$ cat src/rrq_pkg.sv
// Shared types and constants for the round-robin run queue.
// Used by rrq_cell, rrq_slice_bank and round_robin_run_queue_top; no dependencies.
package rrq_pkg;

  localparam int unsigned PID_W   = 5;
  localparam int unsigned SLICE_W = 8;
  localparam int unsigned COUNT_W = 6;
  localparam int unsigned CMD_W   = 2;
  localparam int unsigned STAT_W  = 2;

  // Commands carried by an input item.
  typedef enum logic [CMD_W-1:0] {
    CMD_ENQ  = 2'd0,
    CMD_DEQ  = 2'd1,
    CMD_PICK = 2'd2,
    CMD_TICK = 2'd3
  } rrq_cmd_e;

  // Status codes returned with every result item.
  typedef enum logic [STAT_W-1:0] {
    ST_OK     = 2'd0,
    ST_DUP    = 2'd1,
    ST_ABSENT = 2'd2
  } rrq_status_e;

  // Contents of one queue slot, handed between neighboring cells.
  typedef struct packed {
    logic             valid;
    logic [PID_W-1:0] id;
  } rrq_link_t;

  // Broadcast control that every cell sees in the same cycle.
  typedef struct packed {
    logic             enq;
    logic             deq;
    logic [PID_W-1:0] pid;
  } rrq_ctl_t;

endpackage

$ cat src/rrq_cell.sv
// One slot of the run queue chain: holds a process number and a valid bit.
// Depends on rrq_pkg for the link and control structs.
module rrq_cell (
  input  logic               clk_i,
  input  logic               rst_ni,
  input  rrq_pkg::rrq_ctl_t  ctl_i,
  input  logic               prev_valid_i,
  input  logic               found_i,
  input  rrq_pkg::rrq_link_t next_i,
  output rrq_pkg::rrq_link_t slot_o,
  output logic               match_o,
  output logic               found_o
);

  logic                      valid_q, valid_d;
  logic [rrq_pkg::PID_W-1:0] id_q, id_d;
  logic                      tail;

  assign match_o = valid_q && (id_q == ctl_i.pid);
  assign found_o = found_i || match_o;
  assign tail    = !valid_q && prev_valid_i;
  assign slot_o  = '{valid: valid_q, id: id_q};

  // The first empty slot takes an appended process; on a removal every slot
  // from the matching one onward takes its right neighbor's contents.
  always_comb begin
    valid_d = valid_q;
    id_d    = id_q;
    if (ctl_i.enq && tail) begin
      valid_d = 1'b1;
      id_d    = ctl_i.pid;
    end else if (ctl_i.deq && found_o) begin
      valid_d = next_i.valid;
      id_d    = next_i.id;
    end
  end

  always_ff @(posedge clk_i or negedge rst_ni) begin
    if (!rst_ni) begin
      valid_q <= 1'b0;
    end else begin
      valid_q <= valid_d;
    end
  end

  always_ff @(posedge clk_i) begin
    id_q <= id_d;
  end

endmodule

$ cat src/rrq_slice_bank.sv
// Per-process time-slice counters, cleared by reset, one write port.
// Depends on rrq_pkg for the slice width.
module rrq_slice_bank #(
  parameter int unsigned NUM   = 32,
  parameter int unsigned IDX_W = 5
) (
  input  logic                        clk_i,
  input  logic                        rst_ni,
  input  logic [IDX_W-1:0]            idx_i,
  input  logic                        wr_en_i,
  input  logic [rrq_pkg::SLICE_W-1:0] wr_data_i,
  output logic [rrq_pkg::SLICE_W-1:0] rd_data_o
);

  logic [rrq_pkg::SLICE_W-1:0] slice_q [NUM];

  // A read past the last entry returns zero.
  assign rd_data_o = (32'(idx_i) < 32'(NUM)) ? slice_q[idx_i] : '0;

  always_ff @(posedge clk_i or negedge rst_ni) begin
    if (!rst_ni) begin
      for (int i = 0; i < int'(NUM); i++) begin
        slice_q[i] <= '0;
      end
    end else if (wr_en_i && (32'(idx_i) < 32'(NUM))) begin
      slice_q[idx_i] <= wr_data_i;
    end
  end

endmodule

$ cat src/round_robin_run_queue_top.sv
// Top level of the round-robin run queue: cell chain, slice counters, result register.
// Depends on rrq_pkg, rrq_cell and rrq_slice_bank.

// The block keeps a round-robin ready queue of process numbers together with a
// time-slice count for every process. Each input item carries a command and a
// process number and produces exactly one result item. The queue is a row of
// MAX_PROCS identical cells with the head in cell 0; an enqueue fills the first
// empty cell, and a dequeue makes every cell from the matching one onward copy
// its right neighbor in the same cycle, so the queue closes up at once. Whether
// a process is queued is found by comparing its number in all cells in
// parallel. The state is updated and the result is captured in the output
// register at the edge that accepts the item, so a new item is taken every cycle
// as long as the output side keeps taking results. The slice counters come out
// of reset at zero, and max_slice comes out of reset at 5; max_slice may be
// written only while no item is in flight.
module round_robin_run_queue_top #(
  parameter int unsigned MAX_PROCS = 32
) (
  input  logic        clk_i,
  input  logic        rst_ni,
  // Configuration write channel: max_slice.
  input  logic        cfg_valid_i,
  output logic        cfg_ready_o,
  input  logic [7:0]  cfg_data_i,
  // Input items. tdata: command [1:0], proc_id [6:2], zero [7].
  input  logic        s_axis_tvalid,
  output logic        s_axis_tready,
  input  logic [7:0]  s_axis_tdata,
  // Result items. tdata: pick_valid [0], pick_id [5:1], resched [6],
  // ready_count [12:7], slice_left [20:13], status [22:21], zero [23].
  output logic        m_axis_tvalid,
  input  logic        m_axis_tready,
  output logic [23:0] m_axis_tdata
);

  // Only process numbers below 32 can be named, so at most that many slices.
  localparam int unsigned NumSlices = (MAX_PROCS < 32) ? MAX_PROCS : 32;
  localparam int unsigned SliceIdxW = $clog2(NumSlices);

  localparam int unsigned PidW   = rrq_pkg::PID_W;
  localparam int unsigned SliceW = rrq_pkg::SLICE_W;
  localparam int unsigned CountW = rrq_pkg::COUNT_W;

  // Configuration register.
  logic [SliceW-1:0] max_slice_q;

  // Input decode.
  logic              in_acc;
  rrq_pkg::rrq_cmd_e cmd;
  logic [PidW-1:0]   pid;
  logic              in_range;

  // Cell chain.
  rrq_pkg::rrq_ctl_t  ctl;
  rrq_pkg::rrq_link_t slot  [MAX_PROCS];
  logic [MAX_PROCS-1:0] valid_vec;
  logic [MAX_PROCS-1:0] match_vec;
  logic [MAX_PROCS-1:0] found_vec;
  logic                 member;
  logic                 full;

  // Queue length.
  logic [CountW-1:0] count_q, count_d;

  // Slice counters.
  logic [SliceW-1:0] slice_rd;
  logic [SliceW-1:0] slice_cur;
  logic [SliceW-1:0] slice_new;
  logic              slice_we;

  // Result.
  logic                 pick_valid;
  logic [PidW-1:0]      pick_id;
  logic                 resched;
  rrq_pkg::rrq_status_e status;
  logic                 out_valid_q;
  logic [23:0]          out_data_q;

  assign cfg_ready_o = 1'b1;

  always_ff @(posedge clk_i or negedge rst_ni) begin
    if (!rst_ni) begin
      max_slice_q <= SliceW'(5);
    end else if (cfg_valid_i) begin
      max_slice_q <= cfg_data_i;
    end
  end

  // An item is taken whenever the result register is free or being emptied.
  assign s_axis_tready = !out_valid_q || m_axis_tready;
  assign in_acc        = s_axis_tvalid && s_axis_tready;

  assign cmd      = rrq_pkg::rrq_cmd_e'(s_axis_tdata[1:0]);
  assign pid      = s_axis_tdata[6:2];
  assign in_range = 32'(pid) < 32'(MAX_PROCS);

  assign member = |match_vec;
  assign full   = valid_vec[MAX_PROCS-1];

  assign ctl.pid = pid;
  assign ctl.enq = in_acc && in_range && (cmd == rrq_pkg::CMD_ENQ) && !member && !full;
  assign ctl.deq = in_acc && in_range && (cmd == rrq_pkg::CMD_DEQ) && member;

  for (genvar i = 0; i < int'(MAX_PROCS); i++) begin : g_cell
    logic               prev_valid;
    logic               found_in;
    rrq_pkg::rrq_link_t next_slot;

    if (i == 0) begin : g_head
      assign prev_valid = 1'b1;
      assign found_in   = 1'b0;
    end else begin : g_body
      assign prev_valid = valid_vec[i-1];
      assign found_in   = found_vec[i-1];
    end

    if (i == int'(MAX_PROCS) - 1) begin : g_last
      assign next_slot = '{valid: 1'b0, id: '0};
    end else begin : g_inner
      assign next_slot = slot[i+1];
    end

    rrq_cell u_cell (
      .clk_i        (clk_i),
      .rst_ni       (rst_ni),
      .ctl_i        (ctl),
      .prev_valid_i (prev_valid),
      .found_i      (found_in),
      .next_i       (next_slot),
      .slot_o       (slot[i]),
      .match_o      (match_vec[i]),
      .found_o      (found_vec[i])
    );

    assign valid_vec[i] = slot[i].valid;
  end

  always_comb begin
    count_d = count_q;
    if (ctl.enq) begin
      count_d = count_q + CountW'(1);
    end else if (ctl.deq) begin
      count_d = count_q - CountW'(1);
    end
  end

  always_ff @(posedge clk_i or negedge rst_ni) begin
    if (!rst_ni) begin
      count_q <= '0;
    end else begin
      count_q <= count_d;
    end
  end

  rrq_slice_bank #(
    .NUM   (NumSlices),
    .IDX_W (SliceIdxW)
  ) u_slices (
    .clk_i     (clk_i),
    .rst_ni    (rst_ni),
    .idx_i     (pid[SliceIdxW-1:0]),
    .wr_en_i   (slice_we),
    .wr_data_i (slice_new),
    .rd_data_o (slice_rd)
  );

  assign slice_cur = in_range ? slice_rd : '0;

  // Command decode: slice update, status, the reschedule flag and the pick answer.
  always_comb begin
    slice_new  = slice_cur;
    slice_we   = 1'b0;
    resched    = 1'b0;
    pick_valid = 1'b0;
    pick_id    = '0;
    status     = rrq_pkg::ST_OK;
    unique case (cmd)
      rrq_pkg::CMD_PICK: begin
        pick_valid = slot[0].valid;
        pick_id    = slot[0].valid ? slot[0].id : '0;
      end
      rrq_pkg::CMD_ENQ: begin
        if (!in_range) begin
          status = rrq_pkg::ST_ABSENT;
        end else if (member) begin
          status = rrq_pkg::ST_DUP;
        end else if (!full && (slice_cur == '0)) begin
          // A process whose slice ran out gets a fresh one on append.
          slice_new = max_slice_q;
          slice_we  = in_acc;
        end
      end
      rrq_pkg::CMD_DEQ: begin
        if (!in_range || !member) begin
          status = rrq_pkg::ST_ABSENT;
        end
      end
      rrq_pkg::CMD_TICK: begin
        if (!in_range) begin
          status = rrq_pkg::ST_ABSENT;
        end else begin
          if (slice_cur != '0) begin
            slice_new = slice_cur - SliceW'(1);
            slice_we  = in_acc;
          end
          resched = (slice_new == '0);
        end
      end
      default: begin
        status = rrq_pkg::ST_OK;
      end
    endcase
  end

  // Result register: holds an item until the output side takes it.
  always_ff @(posedge clk_i or negedge rst_ni) begin
    if (!rst_ni) begin
      out_valid_q <= 1'b0;
    end else if (s_axis_tready) begin
      out_valid_q <= s_axis_tvalid;
    end
  end

  always_ff @(posedge clk_i) begin
    if (in_acc) begin
      out_data_q <= {1'b0, status, slice_new, count_d, resched, pick_id, pick_valid};
    end
  end

  assign m_axis_tvalid = out_valid_q;
  assign m_axis_tdata  = out_data_q;

  // The length register always agrees with the number of occupied cells.
  assert property (@(posedge clk_i) disable iff (!rst_ni)
    32'(count_q) == 32'($countones(valid_vec)))
    else $error("queue length disagrees with occupied cells");

  // Occupied cells always form a gapless run starting at the head.
  assert property (@(posedge clk_i) disable iff (!rst_ni)
    ((valid_vec + MAX_PROCS'(1)) & valid_vec) == '0)
    else $error("gap in the queue cell chain");

  // Removing a queued process shortens the queue by one and drops it.
  assert property (@(posedge clk_i) disable iff (!rst_ni)
    ctl.deq |=> (count_q == $past(count_q) - CountW'(1)) &&
                !(|match_vec && (ctl.pid == $past(ctl.pid))))
    else $error("dequeue did not remove the process");

endmodule

$ cat config.mk
export PLATFORM = sky130hd
export DESIGN_NAME = round_robin_run_queue_top
export DESIGN_NICKNAME = d
export VERILOG_FILES = /design/src/rrq_pkg.sv /design/src/rrq_cell.sv /design/src/rrq_slice_bank.sv /design/src/round_robin_run_queue_top.sv
export SDC_FILE = /design/constraint.sdc
export NUM_CORES = 1
export LEC_CHECK = 0
export BUFFER_PORTS_ARGS = -buffer_cell sky130_fd_sc_hd__clkbuf_2
export CAP_MARGIN = 30
export CORE_ASPECT_RATIO = 1.75
export CORE_MARGIN = 3
export CORE_UTILIZATION = 50
export CTS_BUF_LIST = sky130_fd_sc_hd__clkbuf_8
export CTS_CLUSTER_DIAMETER = 30
export CTS_CLUSTER_SIZE = 25
export DETAILED_ROUTE_END_ITERATION = 16
export GPL_TIMING_DRIVEN = 0
export PLACE_DENSITY = 0.68
export SYNTH_ARGS = -nofsm -noshare
export SYNTH_HDL_FRONTEND = slang
export SYNTH_SLANG_ARGS = --single-unit
$ cat constraint.sdc
create_clock -name clk_i -period 3.3 [get_ports clk_i]
set_input_delay 0.99 -clock clk_i [delete_from_list [all_inputs] [get_ports clk_i]]
set_output_delay 0.99 -clock clk_i [all_outputs]
set_load 0.01 [all_outputs]
# Yosys cells after proc, flatten, opt, wreduce, memory -nomap -nowiden
# Cells that the tools add are included.
classes:
  n_addsub: 3
  order_cmp: 2
  eq_ne: 35
  mux: 148
  bitwise_logic: 1
  n_reduce_logical: 239
ops:
  columns: ["operator", "count"]
  rows:
  - ["$mux W5", 64]
  - ["$bwmux W256", 1]
  - ["$eq A5 B5 Y1", 32]
  - ["$logic_and A1 B1 Y1", 135]
  - ["$mux W1", 68]
  - ["$reduce_bool A2 Y1", 32]
  - ["$mux W8", 7]
  - ["$bmux W8 S5", 1]
  - ["$demux W8 S5", 1]
  - ["$logic_not A1 Y1", 34]
  - ["$logic_or A1 B1 Y1", 32]
  - ["$reduce_or A32 Y1", 1]
  - ["$logic_not A8 Y1", 2]
  - ["$pmux W8 S2", 1]
  - ["$mux W6", 2]
  - ["$reduce_bool A8 Y1", 1]
  - ["$sub A8 B1 Y8 const B", 1]
  - ["$add A6 B1 Y6 const B", 1]
  - ["$ge A6 B6 Y1 const B", 1]
  - ["$lt A6 B1 Y1 const B", 1]
  - ["$not A5 Y6", 1]
  - ["$sub A6 B1 Y6 const B", 1]
  - ["$eq A2 B2 Y1 const B", 2]
  - ["$pmux W2 S2", 1]
  - ["other kinds (5)", 5]
totals:
  reg_bits: 486
  inputBits: 21

# Depth between registers and ports, before layout
depth:
  ltp_word: 36
  ltp_mapped: 19
  depth_no_buf: 12

# Modules after synthesis
# Synthesis repeated with hierarchy kept, for this count alone.
unflattened:
  hier_cells: 1972
  area_unflattened_um2: 26081.3
modules_own_cells:
  columns: ["mod", "instances", "cells_each", "area_per_inst_um2"]
  rows:
  - ["rrq_cell", 32, 29, 375.4]
  - ["rrq_slice_bank", 1, 856, 11921.4]
  - ["round_robin_run_queue_top", 1, 188, 2148.3]

# Worst setup path after synthesis
# No wires, ideal clock.
synth_path:
  path_kind: "input port to flip-flop"
  from: "in s_axis_tdata[3]"
  to: "reg u_slices.slice_q[10] (netlist bit)"
  setup_time_ns: 0.125
  arrival_ns: 4.652
  required_ns: 3.175
  path_slack_ns: -1.477
  path_stages: 18
  path_buffers: 6
  cell_sequence: "buf_6 -> buf_6 -> buf_4 -> buf_2 -> buf_2 -> mux2i_1 -> o22ai_1 -> nor4_1 -> nand2_1 -> inv_1 -> ha_1 -> nand3_1 -> nor4_4 -> and4_1 -> a21oi_4 -> buf_12 -> nor2_4 -> mux2_2"
synth_between:
  elab_chain_len: 10
synth_lines:
  columns: ["item", "line_no", "source"]
  rows:
  - ["start, declared", "round_robin_run_queue_top.sv:28", "input logic [7:0] s_axis_tdata,"]
  - ["branches (longest 10 deep; another with $sub A8 B1 Y8)", null, null]
  - ["end signal, assigned by index", "rrq_slice_bank.sv:26", "slice_q[idx_i] <= wr_data_i;"]
  - ["end, declared", "rrq_slice_bank.sv:15", "logic [rrq_pkg::SLICE_W-1:0] slice_q [NUM];"]
# Several ways; the timed one is not identified. The select of a mux whose other input is x is not followed.
# A chain may end at the register's enable or synchronous reset.

# Final worst setup path
layout_path:
  from: "in s_axis_tdata[3]"
  to: "reg u_slices.slice_q[44] (netlist bit)"
# The elaborated chain is that of the path after synthesis.

==> summary.txt <==
CTS
  • Htree depth: 3
  • Clk sinks: 486
  • TritonCTS clock tree: yes
  • CTS Buffer Depth: 3
  • CTS buffer count: 77
  • Skew-Pair Late Insertion Delay: 690 ps
  • CTS clk-pin slew, worst paths: 90 ps
  • Post-CTS Hold Buffers: 0
  • Clock root buffer: clkbuf_8

STA
  • Final setup fails: 629
  • Final hold violation count: 0
  • Final worst clock skew: 58.3 ps
  • Achievable Freq: 0.249 GHz
  • Pins over their slew limit: 0
  • Max_slew headroom: 33.6%
  • Final worst slack: -716 ps
  • Slew @ Worst Pin: 994 ps
  • RSZ-0062 raised after global routing: true
  • Fin crit period: 4020 ps
  • Period Utilization, post-route: 122%

Yosys
  • Dominant synthesized flop cell: dfrtp_1
  • Yosys top cell by area: dfrtp_1
  • Post-synth top area share: 29.7%
  • Netlist Area Pre-Place: 0.0254 mm^2
  • Top cells by area, synth: dfrtp_1 (30%), edfxtp_1 (22%), mux2_2 (14%)
  • Seq cells post-synth: 486
  • Synth Net Count: 1986
  • Unique masters post-synth: 79
  • Cell count after synthesis: 1957
  • Register area share after synthesis: 51.5%
  • Syn_area_per_cell: 13.0 um^2
  • Ys async rst share: 62.3%
  • Post-synth EDFFs: 183
  • Ys Warns: 0

Critical path
  • Critical path fanouts, max: 10
  • RR Endpoint: u_slices.slice_q[44]$_DFFE_PN0P_
  • Reg2Reg Depth: 14
  • Required time worst endpoint: 3850 ps
  • Worst setup path class: in -> reg
  • Crit. End Element: flop
  • Startpoint types: primary input
  • Worst R2R Start: u_slices.slice_q[40]$_DFFE_PN0P_
  • R2R Setup Slk: -450 ps
  • Crit path arrival time: 4570 ps

Floorplanning
  • Row count: 108
  • Core ar.: 0.0499 mm^2
  • Initial Utilization: 50.9%
  • Die height: 304 um
  • Top Ports: 48
  • Die W: 176 um
  • Die Area: 0.0536 mm^2

Detailed routing
  • Via density: 6.22
  • Met1 Routed Length: 28700 um
  • Initial DRC count: 1419
  • Metal3 WL: 5080 um
  • WL final: 89800 um
  • Via Count: 18800
  • Routed Antenna Nets: 0
  • TritonRoute pass-1 iters: 6
  • WL per Instance: 29.7 um
  • DRC viols: 0
  • Uppermost layer routed: met4
  • Met2 Wirelength: 44900 um

Global route
  • Aggregate global routing overflow: 0
  • Initial antenna violation count: 1
  • GRT Resource Usage Total: 32.9%
  • First-pass GRT wire length: 129000 um
  • Largest net degree at the start of global routing: 96
  • Vias in the first global route: 19800

Finish
  • Filler cells: 3469
  • Most frequent cells in the layout: dfrtp_1 (301), mux2_2 (199), edfxtp_1 (183)
  • Area grow syn2layout: 31.7%
  • Final design utilization: 67.0%
  • Share of cells above drive strength 1: 45.0%
  • Fin nets: 2330
  • Commonest non-fill, non-tap cell in the layout: dfrtp_1

Place
  • IO buf count: 42
  • Dpl ws: -2830 ps
  • DP Wirelength: 59100 um
  • RePlAce Congestion: 0.926

Min path
  • Class of the worst hold path: in -> async

Flow run
  • # Max-Cap Violations: 0

Status
  • Failing checks: setup timing
  • Status: finished with violations

Pwr
  • Worst IR Drop VDD: 0.000554 V
  • LEAKAGE: 14.5 nW
  • PwrDens: 459 mW/mm^2
[routing by layer]
metal | vias to the layer above | track usage [%]
met4 | 0 | 32.1
met3 | 470 | 6.50
li1 | 7883 | -
met1 | 9485 | 32.4
met5 | - | 0
met2 | 973 | 56.2
[report_power, final]
| group | switching (mW) | internal, mW |
|---|---|---|
| registers | 0.305 | 6.59 |
| clock network | 2.90 | 3.20 |
| logic | 1.36 | 0.990 |
| total | 4.57 | 10.8 |
[through the flow]
stage / setup TNS, ps / hold WS [ps] / total power, mW / cells / instance area (um^2)
after CTS: -244440 / 265 / 15.3 / 2989 / 32700
after global placement: -3061670 / 453 / 8.71 / 2659 / 27200
after floorplan: -472460 / 440 / 8.07 / 1957 / 26100
final: -304010 / 268 / 15.3 / 3025 / 33400
after global routing: -352430 / 272 / 15.8 / 3025 / 33400
after detailed placement: -1470280 / 464 / 8.77 / 2665 / 27300
[state kept, by name (all words and copies together), names as in the netlist]
| register | cells |
|---|---|
| m_axis_tvalid | 1 |
| u_slices.slice_q | 256 |
| m_axis_tdata | 23 |
| g_cell.u_cell.id_q | 160 |
| g_cell.u_cell.valid_q | 32 |
| count_q | 6 |
| max_slice_q | 8 |
[final cells by class]
type,count,area [um^2],share of cell area [%]
multi-input cells,1263,13000,38.9
inverters,74,283,0.846
clock inverters,60,706,2.11
diodes,1,2.50,0.00749
repair buffers,274,3000,8.97
well taps,660,826,2.47
plain buffers,125,1390,4.16
clock buffers,82,1130,3.38
flip-flops and latches,486,13100,39.1
[cells by family after synthesis]
kind of cell / synth area share (%)
other: 0.0296
xor gates and xnor gates: 5.69
buffers and inverters: 4.08
muxes: 23.8
and+or+nand+nor: 9.56
adders and majority gates: 0.394
DFF: 51.5
AOI/OAI and AO/OA: 4.90
[worst max-delay path by stage]
stage | startpoint | to | cells after the start
floorplan | s_axis_tdata[3] | u_slices.slice_q[10]$_DFFE_PN0P_ | 18
global route | s_axis_tdata[3] | u_slices.slice_q[45]$_DFFE_PN0P_ | 19
finish | s_axis_tdata[3] | u_slices.slice_q[44]$_DFFE_PN0P_ | 14
global placement | rst_ni | g_cell[16].u_cell.valid_q$_DFFE_PN0P_ | 1
detailed placement | s_axis_tdata[5] | u_slices.slice_q[246]$_DFFE_PN0P_ | 18
CTS | s_axis_tdata[3] | u_slices.slice_q[37]$_DFFE_PN0P_ | 21
[worst max-delay path, cell delays in order]
cell	delay [ps]
buf_16	120
bufbuf_16	290
buf_8	210
mux2i_4	320
o22ai_1	130
nor4_2	340
nand4_1	330
nor4_4	310
buf_6	180
buf_6	110
a31oi_4	190
nor4bb_1	380
buf_4	310
mux2_4	320
[cells in the mapped netlist, drive strengths merged, types with 4 or more instances]
master	instances
a211o	4
clkbuf	62
a32o	4
nand4bb	4
or4b	4
edfxtp	183
nor4b	4
nor4	40
o31ai	5
nor3	31
dfrtp	301
inv	73
nand4b	4
a2bb2oi	16
and4b	5
a311oi	5
or3	11
mux2	355
xnor2	65
mux4	8
mux2i	179
o22ai	58
nand2b	4
nor2	51
xor2	100
nor2b	9
o21ai	33
buf	72
a31oi	9
a21oi	14
and3	26
nand3	28
and2	6
nand3b	19
nand4	19
ha	8
o211ai	14
nand2	89
[what timing repair did]
item / in CTS / in global routing
hold endpoints to repair: 0 / 0
gates cloned: 12 / 1
resized for setup: 326 / 94
buffers inserted: 182 / 35
pin swaps: 77 / 36
setup endpoints to repair: 631 / 631
Note: power is estimated with default switching activity, not from simulation.
